===== src/sv/ljs_pkg.sv =====
`timescale 1ns / 1ps
// ----------------------------------------------------------------------------
// ljs_pkg
// Shared types and constants of the Laplace Jacobi grid solver.
// ----------------------------------------------------------------------------
package ljs_pkg;

  localparam int CELL_W   = 24;
  localparam int SUM_W    = CELL_W + 2;
  localparam int DIM_W    = 7;
  localparam int COORD_W  = 6;
  localparam int COUNT_W  = 16;
  localparam int CFG_IDX_W  = 3;
  localparam int CFG_DATA_W = 24;

  localparam logic [DIM_W-1:0] MIN_DIM = DIM_W'(3);

  typedef enum logic [1:0] {
    ACT_WRITE = 2'd0,
    ACT_SWEEP = 2'd1,
    ACT_READ  = 2'd2,
    ACT_NONE  = 2'd3
  } action_t;

  localparam logic [CFG_IDX_W-1:0] CFG_GRID_WIDTH   = 3'd0;
  localparam logic [CFG_IDX_W-1:0] CFG_GRID_HEIGHT  = 3'd1;
  localparam logic [CFG_IDX_W-1:0] CFG_SWEEP_COUNT  = 3'd2;
  localparam logic [CFG_IDX_W-1:0] CFG_LEFT_EDGE    = 3'd3;
  localparam logic [CFG_IDX_W-1:0] CFG_TOP_EDGE     = 3'd4;
  localparam logic [CFG_IDX_W-1:0] CFG_RIGHT_EDGE   = 3'd5;
  localparam logic [CFG_IDX_W-1:0] CFG_BOTTOM_EDGE  = 3'd6;

  localparam logic [DIM_W-1:0]          RST_GRID_WIDTH  = 7'd64;
  localparam logic [DIM_W-1:0]          RST_GRID_HEIGHT = 7'd64;
  localparam logic [COUNT_W-1:0]        RST_SWEEP_COUNT = 16'd1;
  localparam logic signed [CELL_W-1:0]  RST_LEFT_EDGE   = 24'sd1310720;
  localparam logic signed [CELL_W-1:0]  RST_TOP_EDGE    = 24'sd327680;
  localparam logic signed [CELL_W-1:0]  RST_RIGHT_EDGE  = 24'sd0;
  localparam logic signed [CELL_W-1:0]  RST_BOTTOM_EDGE = 24'sd2949120;

  typedef struct packed {
    action_t                    action;
    logic [COORD_W-1:0]         col;
    logic [COORD_W-1:0]         row;
    logic signed [CELL_W-1:0]   cell_value;
  } cmd_t;

  typedef struct packed {
    logic signed [CELL_W-1:0]   read_value;
    logic                       status;
  } result_t;

  typedef struct packed {
    logic signed [CELL_W-1:0]   left_edge;
    logic signed [CELL_W-1:0]   top_edge;
    logic signed [CELL_W-1:0]   right_edge;
    logic signed [CELL_W-1:0]   bottom_edge;
  } edge_cfg_t;

  typedef struct packed {
    logic busy;
    logic wr_en;
    logic swap;
    logic done;
  } eng_ctl_t;

endpackage


===== src/sv/ljs_sweep_eng.sv =====
`timescale 1ns / 1ps
// ----------------------------------------------------------------------------
// ljs_sweep_eng
// Pass sequencer: walks the grid, reads four neighbours two at a time,
// writes each new cell to the other store and drains between passes.
// ----------------------------------------------------------------------------
module ljs_sweep_eng #(
  parameter int MAX_WIDTH = 64,
  parameter int AW        = 12
) (
  input  logic                               clk,
  input  logic                               rst,
  input  logic                               start,
  input  logic [ljs_pkg::DIM_W-1:0]          w,
  input  logic [ljs_pkg::DIM_W-1:0]          h,
  input  logic [ljs_pkg::COUNT_W-1:0]        count,
  input  ljs_pkg::edge_cfg_t                 edges,
  input  logic signed [ljs_pkg::CELL_W-1:0]  src_rd0,
  input  logic signed [ljs_pkg::CELL_W-1:0]  src_rd1,
  output logic [AW-1:0]                      rd_addr0,
  output logic [AW-1:0]                      rd_addr1,
  output logic [AW-1:0]                      wr_addr,
  output logic signed [ljs_pkg::CELL_W-1:0]  wr_data,
  output ljs_pkg::eng_ctl_t                  ctl
);

  typedef enum logic [1:0] {
    S_IDLE,
    S_RUN,
    S_DRAIN,
    S_FIN
  } state_t;

  state_t                            state;
  logic [ljs_pkg::DIM_W-1:0]         x;
  logic [ljs_pkg::DIM_W-1:0]         y;
  logic                              half;
  logic [ljs_pkg::COUNT_W-1:0]       passes_left;
  logic                              drain_cnt;
  logic                              p1_valid;
  logic                              p1_half;
  logic                              p1_interior;
  logic [AW-1:0]                     p1_addr;
  logic signed [ljs_pkg::CELL_W-1:0] p1_edge;
  logic signed [ljs_pkg::SUM_W-1:0]  acc;
  logic                              wr_en;

  logic [ljs_pkg::DIM_W-1:0]         w_last;
  logic [ljs_pkg::DIM_W-1:0]         h_last;
  logic [AW-1:0]                     base;
  logic                              xe;
  logic                              ye;
  logic                              interior;
  logic signed [ljs_pkg::CELL_W-1:0] edge_val;
  logic signed [ljs_pkg::SUM_W-1:0]  rd_pair;
  logic signed [ljs_pkg::SUM_W-1:0]  sum;

  always_comb begin
    w_last   = w - ljs_pkg::DIM_W'(1);
    h_last   = h - ljs_pkg::DIM_W'(1);
    base     = AW'(y) * AW'(MAX_WIDTH) + AW'(x);
    xe       = (x == '0) || (x == w_last);
    ye       = (y == '0) || (y == h_last);
    interior = !xe && !ye;
    if (xe && ye) begin
      edge_val = '0;
    end else if (x == '0) begin
      edge_val = edges.left_edge;
    end else if (y == '0) begin
      edge_val = edges.top_edge;
    end else if (x == w_last) begin
      edge_val = edges.right_edge;
    end else begin
      edge_val = edges.bottom_edge;
    end
    if (!half) begin
      rd_addr0 = base - AW'(1);
      rd_addr1 = base + AW'(1);
    end else begin
      rd_addr0 = base - AW'(MAX_WIDTH);
      rd_addr1 = base + AW'(MAX_WIDTH);
    end
    rd_pair = {{2{src_rd0[ljs_pkg::CELL_W-1]}}, src_rd0}
            + {{2{src_rd1[ljs_pkg::CELL_W-1]}}, src_rd1};
    sum     = acc + rd_pair;
  end

  always_ff @(posedge clk) begin
    if (rst) begin
      state    <= S_IDLE;
      p1_valid <= 1'b0;
      wr_en    <= 1'b0;
    end else begin
      p1_valid    <= (state == S_RUN);
      wr_en       <= p1_valid && p1_half;
      p1_half     <= half;
      p1_interior <= interior;
      p1_addr     <= base;
      p1_edge     <= edge_val;
      if (p1_valid && !p1_half) begin
        acc <= rd_pair;
      end
      wr_addr <= p1_addr;
      wr_data <= p1_interior ? sum[ljs_pkg::SUM_W-1:2] : p1_edge;
      case (state)
        S_IDLE: begin
          if (start) begin
            x           <= '0;
            y           <= '0;
            half        <= 1'b0;
            passes_left <= count;
            state       <= (count == '0) ? S_FIN : S_RUN;
          end
        end
        S_RUN: begin
          half <= ~half;
          if (half) begin
            if (x == w_last) begin
              x <= '0;
              if (y == h_last) begin
                drain_cnt <= 1'b0;
                state     <= S_DRAIN;
              end else begin
                y <= y + ljs_pkg::DIM_W'(1);
              end
            end else begin
              x <= x + ljs_pkg::DIM_W'(1);
            end
          end
        end
        S_DRAIN: begin
          drain_cnt <= 1'b1;
          if (drain_cnt) begin
            passes_left <= passes_left - ljs_pkg::COUNT_W'(1);
            x           <= '0;
            y           <= '0;
            half        <= 1'b0;
            state       <= (passes_left == ljs_pkg::COUNT_W'(1)) ? S_FIN : S_RUN;
          end
        end
        S_FIN: begin
          state <= S_IDLE;
        end
        default: begin
          state <= S_IDLE;
        end
      endcase
    end
  end

  always_comb begin
    ctl.busy  = (state != S_IDLE);
    ctl.wr_en = wr_en;
    ctl.swap  = (state == S_DRAIN) && drain_cnt;
    ctl.done  = (state == S_FIN);
  end

endmodule


===== config.mk =====
export PLATFORM = sky130hd
export DESIGN_NAME = ljs_sweep_eng
export DESIGN_NICKNAME = d
export VERILOG_FILES = /design/src/sv/ljs_pkg.sv /design/src/sv/ljs_sweep_eng.sv
export SDC_FILE = /design/constraint.sdc
export NUM_CORES = 1
export LEC_CHECK = 0
export BUFFER_PORTS_ARGS = -buffer_cell sky130_fd_sc_hd__buf_2
export CAP_MARGIN = 30
export CORE_ASPECT_RATIO = 1.5
export CORE_MARGIN = 1
export CORE_UTILIZATION = 54
export DETAILED_ROUTE_END_ITERATION = 7
export PLACE_DENSITY = 0.81
export RECOVER_POWER = 100
export SETUP_SLACK_MARGIN = 0.02
export SLEW_MARGIN = 5
export SYNTH_ARGS = -nofsm -noshare
export SYNTH_HDL_FRONTEND = slang
export SYNTH_SLANG_ARGS = --single-unit

===== constraint.sdc =====
create_clock -name clk -period 4.9 [get_ports clk]
set_input_delay 0.735 -clock clk [delete_from_list [all_inputs] [get_ports clk]]
set_output_delay 0.735 -clock clk [all_outputs]
set_load 0.02 [all_outputs]

==> key figures, run 1 <==
Worst setup path
  – Max stage delay on crit path: ~480 ps
  – Worst reg2reg path endpoint: p1_edge[13]$_SDFFCE_PP0N_
  – Worst-path fanout max: 3
  – Slowest CP cell: a221oi_1
  – WP data required: 5050 ps
  – Worst endpoint data arrival time: roughly 4700 ps
  – Worst path depth: 19
  – Worst-path cell chain: buf_2, ha_1, inv_1, fa_1, nor2b_1, o31a_1, o221ai_1, a21oi_1, o311ai_1, nand2b_1, a211oi_1, nor2_1, ha_1, a21oi_1, o21ai_0, a21o_1, a221oi_1, xnor2_1, mux2_2
  – Crit path launch type: primary input
  – Crit path kind: in2reg
  – Crit end category: register
  – CP bufs+invs: 2
  – Flop2flop setup slack: 520 ps
  – Reg2Reg Depth: 9
  – CP top delay family: compound AO/OA/AOI/OAI gates
  – Reg2reg start: x[5]$_SDFFCE_PN0P_

Floorplanning
  – Initial Util: 0.551
  – DIE HEIGHT: 162 um
  – Die area: 17600 um2
  – Core box area: 16700 um2
  – Die Wd: 109 um
  – # IOs: 241
  – FP Rows: a little under 60

Logic synthesis
  – Mux cell area share after synthesis: 0.0520
  – Mapped Area: 9200 um2
  – FFs w/ async S/R, synth: 0
  – Synthesized area per cell: 10.1 um2
  – Syn Nets: 1156
  – Area contributors post-synth: edfxtp_1 43%, ha_1 9.2%, xnor2_1 5.9%
  – Share of the synthesized area in the top cell type: 0.428
  – Synth Area in Adders: 0.0947
  – Unique masters post-synth: 66
  – Post-synth EDFFs: 131
  – Post-synthesis cell count: 910
  – Main combinational cell family by area after synthesis: simple AND/OR/NAND/NOR gates
  – Most used DFF post-synth: edfxtp_1
  – Synth Warn #: 0
  – Synth Register Bits: 135
  – Post-synthesis xor/xnor area fraction: 0.0866
  – Yosys top cell by area: edfxtp_1
  – Sequential fraction of the synthesis area: 0.436
  – Compound-Gate Fraction of Synth Area: 0.146
  – Simple-gate share of the synthesized area: 0.147

Clock network
  – CTS tree: yes
  – Hold-fix buffer count after cts: 0
  – Skew-Pair Late Insertion Delay: around 400 ps
  – Reg clk slew, reported paths: 60 ps
  – H-Tree Depth: 4
  – # Post-CTS Setup Buffers: 0
  – Clock root cell: clkbuf_16
  – Clk sinks: ~140
  – CTS Buf Count: 17
  – CTS resizes: 0
  – CTS Buffer Depth: 2

Detailed routing
  – Drt first-iter violations: 354
  – Post-route ant nets: 0
  – Drt drc: 0
  – Drt first pass iters: 5
  – Vias per cell: 5.58
  – Wirelength, routed: 21.3 mm
  – Total vias in the final route: 7628
  – Post-DR wirelength/cell: 15.6 um

Timing
  – Final Critical Period: 4530 ps
  – Slew @ Worst Pin: 2110 ps
  – Unrepaired setup endpoints after global routing: no
  – Final setup fails: 0
  – Fin. Hold Viols: 0
  – Slew HR: -0.406
  – Setup Skew: 10.8 ps
  – Fmax: 221 MHz
  – Fin crit share: 0.925
  – Final Max Tran Viols: 29
  – Final setup margin: 367 ps

Worst hold path
  – Worst hold endpoint: wr_addr[1]$_DFFE_PN_
  – Hold wc startpoint: p1_addr[1]$_DFFE_PN_
  – HP Class: reg2reg
  – Worst hold stages: 0

Power and ir drop
  – Clock share of power: 0.242
  – Max VDD drop: between 0.0003 and 0.0004 V
  – Part of the power in combinational logic: 0.383
  – Total leakage power: 0.00436 uW
  – Seq pwr share: 0.375
  – Internal Pwr Total: 3030 uW
  – Switch Pwr: around 1800 uW
  – Sw Share: 0.372
  – Total power: around 4800 uW
  – Power density over the cells: 440 nW/um2

Global routing
  – Via count of the first global-routing pass: 7292
  – First-pass GRT wire length: 33.0 mm
  – Initial antenna violation count: 0
  – Grt ovf: 0
  – Global Route Usage Sum: 0.240
  – Largest net degree at the start of global routing: 51

Place
  – Port Buffers: 240
  – DP Area: 10600 um2
  – Post-detail-place hpwl: ~16 mm
  – Dpl ws: -29.6 ps
  – GP Congestion: about 0.91

Cells and area
  – Layout area overhead: 19.3%
  – Final instance area: 11000 um2
  – Antenna cells: 0
  – Layout cells sized above 1: 0.206
  – Fill cell count: 1406
  – Layout Nets: 1390

Status
  – Status: complete, but fails checks
  – Violated checks: max-capacitance violations, max-slew violations

Flow run
  – Max_cap viols: 1
-- synthesized netlist by cell type (4+ instances only) --
cell,n
edfxtp_1,131
nor2_1,125
a21oi_1,78
ha_1,68
xnor2_1,62
nand2_1,38
inv_1,36
a211oi_1,33
o21ai_0,29
xor2_1,29
mux2i_1,26
clkbuf_1,24
nor3_1,23
nand3_1,22
mux2_2,18
nor4_1,16
a21o_1,11
nand2b_1,11
nor2b_1,11
o21a_1,10
and3_1,9
buf_2,7
o31ai_1,7
a31oi_1,5
and2_1,4
dfxtp_1,4
nand4_1,4
o211ai_1,4
or3_1,4
-- how the worst max path moves through the flow --
stage / from / slack (ps) / to
final: src_rd0[0] / 370 / wr_data[21]$_DFFE_PN_
after global routing: src_rd0[0] / 40 / wr_data[21]$_DFFE_PN_
after CTS: src_rd0[0] / 380 / wr_data[21]$_DFFE_PN_
after detailed placement: src_rd0[0] / -30 / wr_data[21]$_DFFE_PN_
after global placement: src_rd0[0] / 180 / wr_data[21]$_DFFE_PN_
after floorplan: src_rd0[0] / 640 / wr_data[20]$_DFFE_PN_
-- placed cells by master (no fill, tap or decap), types with 5 or more instances in the layout --
cell / n
buf_2: 176
edfxtp_1: 131
nor2_1: 126
a21oi_1: 79
clkbuf_1: 73
ha_1: 68
xnor2_1: 62
nand2_1: 38
inv_1: 35
a211oi_1: 33
xor2_1: 29
o21ai_0: 29
mux2i_1: 26
nor3_1: 23
nand3_1: 22
mux2_2: 17
clkbuf_16: 17
nor4_1: 16
nor2b_1: 11
a21o_1: 11
nand2b_1: 11
o21a_1: 10
and3_1: 9
o31ai_1: 7
a31oi_1: 5
clkinvlp_4: 5
-- metrics by stage --
stage / std cells / util / hold slack, ps / setup TNS (ps)
after CTS: 1365 / 0.666 / 419 / 0
after floorplan: 910 / - / 400 / 0
after detailed placement: 1334 / 0.634 / 405 / -29.6
after global routing: 1366 / 0.658 / 427 / 0
after global placement: 1333 / 0.633 / 400 / 0
final: 1366 / 0.658 / 419 / 0
-- sequential cells by signal, summed over array words and instances (netlist names) --
register,flops
acc,25
drain_cnt,1
half,1
p1_addr,12
p1_edge,24
p1_half,1
p1_interior,1
p1_valid,1
passes_left,16
state,2
wr_addr,12
wr_data,24
wr_en,1
x,7
y,7
-- worst reg2reg max path, stage by stage (launching register included) --
cell,delay (ps)
edfxtp_1,570
xnor2_1,340
a21boi_0,240
o2111ai_1,140
a2111oi_0,330
clkbuf_1,1550
nor2_1,190
a21oi_2,190
clkbuf_2,420
nor2_1,130
-- power groups by stage --
stage	Clock (uW)	Sequential, uW	Combinational (uW)
floorplan	0	1810	1360
global placement	0	1820	1850
detailed placement	0	1830	1900
CTS	1180	1810	1920
global route	1230	1840	2020
finish	1170	1810	1850
-- layout make-up --
class	count	area, um2	area share
Timing Repair Buffer	252	1180	0.108
Sequential cell	135	4010	0.366
Clock buffer	20	437	0.0398
Tap cell	210	263	0.0239
Clock inverter	11	103	0.00935
Multi-Input combinational cell	701	4840	0.441
Inverter	37	140	0.0128
-- cells by family after synthesis --
group / Yosys count
adder cells (fa/ha/maj): 69
multiplexers: 45
flip-flops: 135
AO/OA/AOI/OAI: 211
AND/OR/NAND/NOR: 285
XOR/XNOR: 91
buffers and inverters: 74
-- metal layers --
layer | global-route usage | vias to the layer above | wire (um)
met1 | 0.276 | 3492 | 8640
met2 | 0.437 | 275 | 11000
met5 | 0 | - | 0
met3 | 0.0353 | 37 | 1120
met4 | 0.101 | 0 | 570
li1 | - | 3824 | -
Power figures use the tool's default switching activity.
==> run 2, diff against run 1 <==
CORE_ASPECT_RATIO = 0.75   (was 1.5)
SKIP_LAST_GASP = 1   (was unset)
==> run 2 against run 1 <==
Against the previous run: the run ends with design-rule violations, max-capacitance violations, max-slew violations left; wire length is 9.0% higher; cell count rose by 0.44%; combinational power up 2%; critical endpoint unchanged; core utilization up 2.3 points; critical path type unchanged; critical path depth increased by 1; highest routed layer unchanged; first-iteration DRC count rose by 58%; hold slack about the same.
==> key figures, run 2 (synthesized netlist as in run 1, its figures left out) <==
Status
  – Status: complete, but fails checks
  – Violated checks: design-rule violations, max-capacitance violations, max-slew violations

Cells and area
  – Most frequent cells in the layout: 174 x buf_2, 131 x edfxtp_1, 125 x nor2_1
  – Layout Nets: 1394 (+0.29%)
  – Most common cell after layout, fill and taps aside: buf_2
  – Top reg by flops: acc
  – Max reg flops: 25 (unchanged)
  – Final instance area: 11100 um2 (+1.1%)
  – Regs by FF count: acc (25), p1_edge (24), wr_data (24)
  – Layout area overhead: 20.7%
  – Layout cells sized above 1: 0.205 (-0.000887)

Floorplanning
  – Die Wd: 153 um (+41%)
  – # IOs: 241 (unchanged)
  – Initial Util: 0.564 (+0.0127)
  – DIE HEIGHT: 115 um (-29%)
  – FP Rows: 40 (-31%)
  – Die area: 17600 um2 (about the same)
  – Core box area: 16300 um2 (-2.2%)

Power and ir drop
  – Seq pwr share: 0.355 (-0.020)
  – Power density over the cells: 459 nW/um2 (+4.4%)
  – Part of the power in combinational logic: 0.371 (-0.012)
  – Sw Share: 0.366 (-0.00624)
  – Total leakage power: 0.00443 uW (+1.5%)
  – Clock share of power: 0.273 (+0.031)
  – Max VDD drop: 0.000395 V (+9.3%)
  – Internal Pwr Total: 3230 uW (+6.6%)
  – Switch Pwr: 1860 uW (+3.8%)

Detailed routing
  – Total vias in the final route: 7790 (+2.1%)
  – Vias per cell: 5.68 (+1.7%)
  – Drt first-iter violations: 560 (+58%)
  – Drt drc: 6 (+6)
  – Post-DR wirelength/cell: 16.9 um (+8.5%)
  – Drt first pass iters: 8 (+3)
  – Post-route ant nets: 0 (unchanged)
  – Wirelength, routed: 23.2 mm (+9.0%)

Timing
  – Fin crit share: 0.943 (+0.0177)
  – Final setup fails: 0 (unchanged)
  – Unrepaired setup endpoints after global routing: no
  – Fmax: 216 MHz (-1.9%)
  – Fin. Hold Viols: 0 (unchanged)
  – Setup Skew: 8.45 ps (-2.36 ps)
  – Slew @ Worst Pin: 2090 ps (-18.1 ps)
  – Final setup margin: 280 ps (-86.7 ps)
  – Setup TNS: 0 ps (unchanged)
  – Slew HR: -0.394 (+0.0121)
  – Final Critical Period: 4620 ps (+86.7 ps)
  – Final Max Tran Viols: 133 (+360%)

Global routing
  – First-pass GRT wire length: 36.5 mm (+11%)
  – Via count of the first global-routing pass: 7367 (+1.0%)
  – Global Route Usage Sum: 0.268 (+0.0277)
  – Largest net degree at the start of global routing: 49 (-3.9%)
  – Initial antenna violation count: 1 (+1)
  – Grt ovf: 0 (unchanged)

Worst setup path
  – Crit path kind: in2reg
  – WP data required: 5070 ps (+20 ps)
  – Worst endpoint data arrival time: 4790 ps (+100 ps)
  – Worst-path fanout max: 3 (unchanged)
  – Crit path launch type: primary input
  – Crit end category: register

Clock network
  – # Post-CTS Setup Buffers: 0 (unchanged)
  – Hold-fix buffer count after cts: 0 (unchanged)
  – CTS resizes: 0 (unchanged)
  – Reg clk slew, reported paths: 60 ps (about the same)
  – CTS Buffer Depth: 2 (unchanged)
  – H-Tree Depth: 4 (unchanged)
  – CTS tree: yes
  – Clk sinks: 135 (unchanged)
  – Clock root cell: clkbuf_16
  – CTS Buf Count: 17 (unchanged)
  – Skew-Pair Late Insertion Delay: 420 ps (+20 ps)

Place
  – GP Congestion: 0.912 (+0.19%)
  – Port Buffers: 240 (unchanged)
  – Dpl ws: 0.0662 ps (+29.7 ps)
  – Post-detail-place hpwl: 17.5 mm (+6.1%)
  – DP Area: 10600 um2 (+0.38%)

Flow run
  – Max_cap viols: 4 (+3)

Worst hold path
  – HP Class: reg2reg
run 2: cell type report:
class                           instances  area (um2)
Antenna cell                            1        2.50
Clock buffer                           18         429
Clock inverter                         14         206
Fill cell                            1303        5220
Inverter                               37         139
Multi-Input combinational cell        701        4840
Sequential cell                       135        4010
Tap cell                              210         263
Timing Repair Buffer                  256        1210
run 2: per-layer routing:
metal | GRT usage | wire (um) | up-vias
li1 | - | - | 3827
met1 | 0.375 | 10700 | 3587
met2 | 0.423 | 10300 | 338
met3 | 0.0573 | 1810 | 38
met4 | 0.0768 | 375 | 0
met5 | 0 | 0 | -
run 2: critical path, stage by stage:
cell and delay [ps]:
buf_2 100, ha_1 220, inv_1 70, fa_1 190
nor2b_1 60, o31a_1 260, o221ai_1 250, a21oi_1 180
o311ai_0 460, clkbuf_1 240, nand2b_1 90, a211oi_1 250
nor2_1 110, ha_1 310, a21oi_1 160, o21ai_0 110
a21o_1 180, a221oi_1 450, xnor2_1 110, mux2_2 260
run 2: through the flow:
stage | total power, uW | hold slack [ps] | utilization | std cells
after floorplan | 3170 | 400 | - | 910
after global placement | 3700 | 403 | 0.649 | 1337
after detailed placement | 3760 | 405 | 0.651 | 1339
after CTS | 5170 | 419 | 0.690 | 1371
after global routing | 5360 | 421 | 0.680 | 1372
final | 5100 | 420 | 0.680 | 1372
run 2: path summary, 6_finish.rpt:
check	startpoint	endpoint	slack [ps]	cells past startpoint
max	src_rd0[0]	wr_data[21]$_DFFE_PN_	280	20
min	p1_addr[10]$_DFFE_PN_	wr_addr[10]$_DFFE_PN_	420	0
max reg2reg	x[5]$_SDFFCE_PN0P_	p1_edge[7]$_SDFFCE_PP0N_	480	9
min reg2reg	p1_addr[10]$_DFFE_PN_	wr_addr[10]$_DFFE_PN_	420	0
run 2: power groups by stage:
stage	Clock (uW)	Sequential (uW)	Combinational, uW
final	1390	1810	1890
after global routing	1450	1840	2070
after CTS	1400	1810	1960
after detailed placement	0	1820	1940
after global placement	0	1820	1880
after floorplan	0	1810	1360
==> run 3, diff against run 2 <==
ABC_AREA = 1   (was unset)
CORE_UTILIZATION = 55   (was 54)
==> run 3 against run 2 <==
Against the previous run: the run ends with max-capacitance violations, max-slew violations left; largest cell class unchanged; synthesized cell count increased by 47%; via count rose by 27%; wire length up 14%; final area increased by 9.8%.
==> key figures, run 3 <==
Clock network
  – CTS Buf Count: 17 (unchanged)
  – CTS Buffer Depth: 2 (unchanged)
  – Clk sinks: 135 (unchanged)
  – CTS resizes: 0 (unchanged)
  – H-Tree Depth: 4 (unchanged)
  – Hold-fix buffer count after cts: 0 (unchanged)
  – Reg clk slew, reported paths: 60 ps (about the same)
  – Clock root cell: clkbuf_16
  – # Post-CTS Setup Buffers: 0 (unchanged)
  – CTS tree: yes
  – Skew-Pair Late Insertion Delay: 430 ps (about the same)

Timing
  – Slew HR: -0.134 (+0.260)
  – Final Max Tran Viols: 90 (-32%)
  – Slew @ Worst Pin: 1700 ps (-396 ps)
  – Unrepaired setup endpoints after global routing: no
  – Fin crit share: 0.826 (-0.116)
  – Final Critical Period: 4050 ps (-571 ps)
  – Setup TNS: 0 ps (unchanged)
  – Fin. Hold Viols: 0 (unchanged)
  – Fmax: 247 MHz (+14%)
  – Final setup fails: 0 (unchanged)
  – Setup Skew: 11.4 ps (+2.98 ps)

Cells and area
  – Most frequent cells in the layout: 322 x nand2_1, 177 x inv_1, 176 x buf_2
  – Layout area overhead: 16.9%
  – Top reg by flops: acc
  – Max reg flops: 25 (unchanged)
  – Layout cells sized above 1: 0.168 (-0.0369)
  – Most common cell after layout, fill and taps aside: nand2_1
  – Regs by FF count: acc (25), p1_edge (24), wr_data (24)
  – Antenna cells: 0 (-1)
  – Final instance area: 12200 um2 (+9.8%)
  – Layout Nets: 1821 (+31%)

Place
  – Post-detail-place hpwl: 20.9 mm (+19%)
  – Port Buffers: 240 (unchanged)
  – GP Congestion: 0.930 (+2.0%)
  – DP Area: 11800 um2 (+11%)

Global routing
  – Via count of the first global-routing pass: 9017 (+22%)
  – Initial antenna violation count: 0 (-1)
  – Global Route Usage Sum: 0.276 (+0.00835)
  – Largest net degree at the start of global routing: 64 (+31%)
  – Grt ovf: 0 (unchanged)
  – First-pass GRT wire length: 43.1 mm (+18%)

Logic synthesis
  – Share of the synthesized area in the top cell type: 0.377 (-0.0503)
  – Unique masters post-synth: 48 (-27%)
  – Area contributors post-synth: edfxtp_1 38%, nand2_1 11%, ha_1 8.2%
  – FFs w/ async S/R, synth: 0 (unchanged)
  – Post-synth top cells: 319 x nand2_1, 177 x inv_1, 131 x edfxtp_1, 127 x nor2_1, 101 x nand3_1
  – Most common cell in the netlist: nand2_1
  – Syn Nets: 1588 (+37%)
  – Synthesized area per cell: 7.77 um2 (-23%)
  – Sequential fraction of the synthesis area: 0.385 (-0.0513)
  – Post-synthesis cell count: 1342 (+47%)
  – Most used DFF post-synth: edfxtp_1
  – Synth Warn #: 0 (unchanged)
  – Yosys top cell by area: edfxtp_1
  – Mapped Area: 10400 um2 (+13%)
  – Post-synth EDFFs: 131 (unchanged)
  – Synth Register Bits: 135 (unchanged)

Worst hold path
  – HP Class: reg2reg
  – Worst hold stages: 0 (unchanged)
  – Worst hold endpoint: wr_addr[7]$_DFFE_PN_
  – Hold wc startpoint: p1_addr[7]$_DFFE_PN_

Flow run
  – Max_cap viols: 2 (-2)

Detailed routing
  – Drt first pass iters: 7 (-1)
  – Wirelength, routed: 26.5 mm (+14%)
  – Vias per cell: 5.38 (-5.2%)
  – Post-route ant nets: 0 (unchanged)
  – Drt first-iter violations: 864 (+54%)
  – Drt drc: 0 (-6)
  – Total vias in the final route: 9876 (+27%)
  – Post-DR wirelength/cell: 14.4 um (-15%)

Worst setup path
  – CP Launch Point: src_rd0[0]
  – Flop2flop setup slack: 1600 ps (+1120 ps)
  – Crit end category: register
  – Crit path launch type: primary input
  – Worst-path fanout max: 5 (+2)
  – Crit path kind: in2reg
  – Reg2reg start: x[2]$_SDFFCE_PN0P_
  – Worst reg2reg path endpoint: y[0]$_SDFFCE_PN0P_
  – WP data required: 5070 ps (about the same)
  – Reg2Reg Depth: 10 (+1)
  – Worst endpoint data arrival time: 4220 ps (-570 ps)

Floorplanning
  – # IOs: 241 (unchanged)
  – DIE HEIGHT: 121 um (+5.4%)
  – Die area: 19500 um2 (+11%)
  – FP Rows: 43 (+7.5%)
  – Core box area: 18500 um2 (+13%)
  – Initial Util: 0.563 (-0.000594)
  – Die Wd: 161 um (+5.4%)

Status
  – Status: complete, but fails checks
  – Violated checks: max-capacitance violations, max-slew violations

Power and ir drop
  – Max VDD drop: 0.000378 V (-4.3%)
  – Total leakage power: 0.00570 uW (+29%)
  – Power density over the cells: 426 nW/um2 (-7.1%)
run 3: cell types whose count changed after synthesis, moves of 13 or more:
cell and change:
mux2i_1 -26, nand4_1 +13, a21oi_2 +18, nand2_1 +281
o21ai_0 +36, o21ai_2 +20, mux2_2 -18, nand3_1 +79
xnor2_1 -41, a211oi_1 -32, inv_1 +141
run 3: worst max path at each step:
stage,end,cells after the start
after floorplan,acc[0]$_DFFE_PP_,3
after global routing,wr_data[19]$_DFFE_PN_,22
final,wr_data[11]$_DFFE_PN_,17
after global placement,wr_data[11]$_DFFE_PN_,17
after detailed placement,wr_data[11]$_DFFE_PN_,17
after CTS,wr_data[11]$_DFFE_PN_,17
run 3: kinds of logic (layout without fill, tap and decap cells):
group,count (synthesis),count (layout),share of synthesized area
fa+ha+maj,69,69,0.0835
simple gates,633,633,0.266
flops,135,135,0.385
compound gates,227,227,0.130
buf+inv,217,463,0.0846
xor+xnor,61,61,0.0513
run 3: area by class of cell:
class	count	area, um2
repair buffers	246	1150
inverters	185	696
clock inverters	14	140
fillers	1660	6320
flip-flops and latches	135	4010
multi-input cells	990	5440
well taps	247	309
clock buffers	18	439
run 3: power by group:
group / internal (uW) / leakage, uW / switching (uW)
clock: 725 / 0.000285 / 529
sequential: 1620 / 0.00129 / 176
combinational: 691 / 0.00413 / 1460
run 3: worst max-delay path: stages:
cell and delay, ps:
buf_2 80, ha_1 210, inv_1 90, fa_1 400
nand3b_1 170, nand2_1 150, a21oi_1 140, o21ai_0 330
xor2_1 240, ha_1 320, a21oi_1 270, o21ai_0 190
a21oi_1 180, o21ai_0 240, or2_2 350, nand3_1 80
nand2_1 60
run 3: per-stage QoR:
stage           util  total power, uW  hold slack, ps  instances  setup slack [ps]
6_report       0.659             5200             423       1835               851
5_1_grt        0.659             5550             428       1835               576
4_1_cts        0.669             5280             421       1835               956
3_5_place_dp   0.638             4020             405       1803               509
3_3_place_gp   0.638             3980             401       1803               537
2_1_floorplan      -             3350             400       1342              1020
run 3: routing by layer:
layer / GRT usage / up-vias / wire (um)
met2: 0.454 / 386 / 12300
met1: 0.379 / 4520 / 11900
met5: 0 / - / 0
met3: 0.0516 / 23 / 2010
met4: 0.0631 / 0 / 276
li1: - / 4947 / -
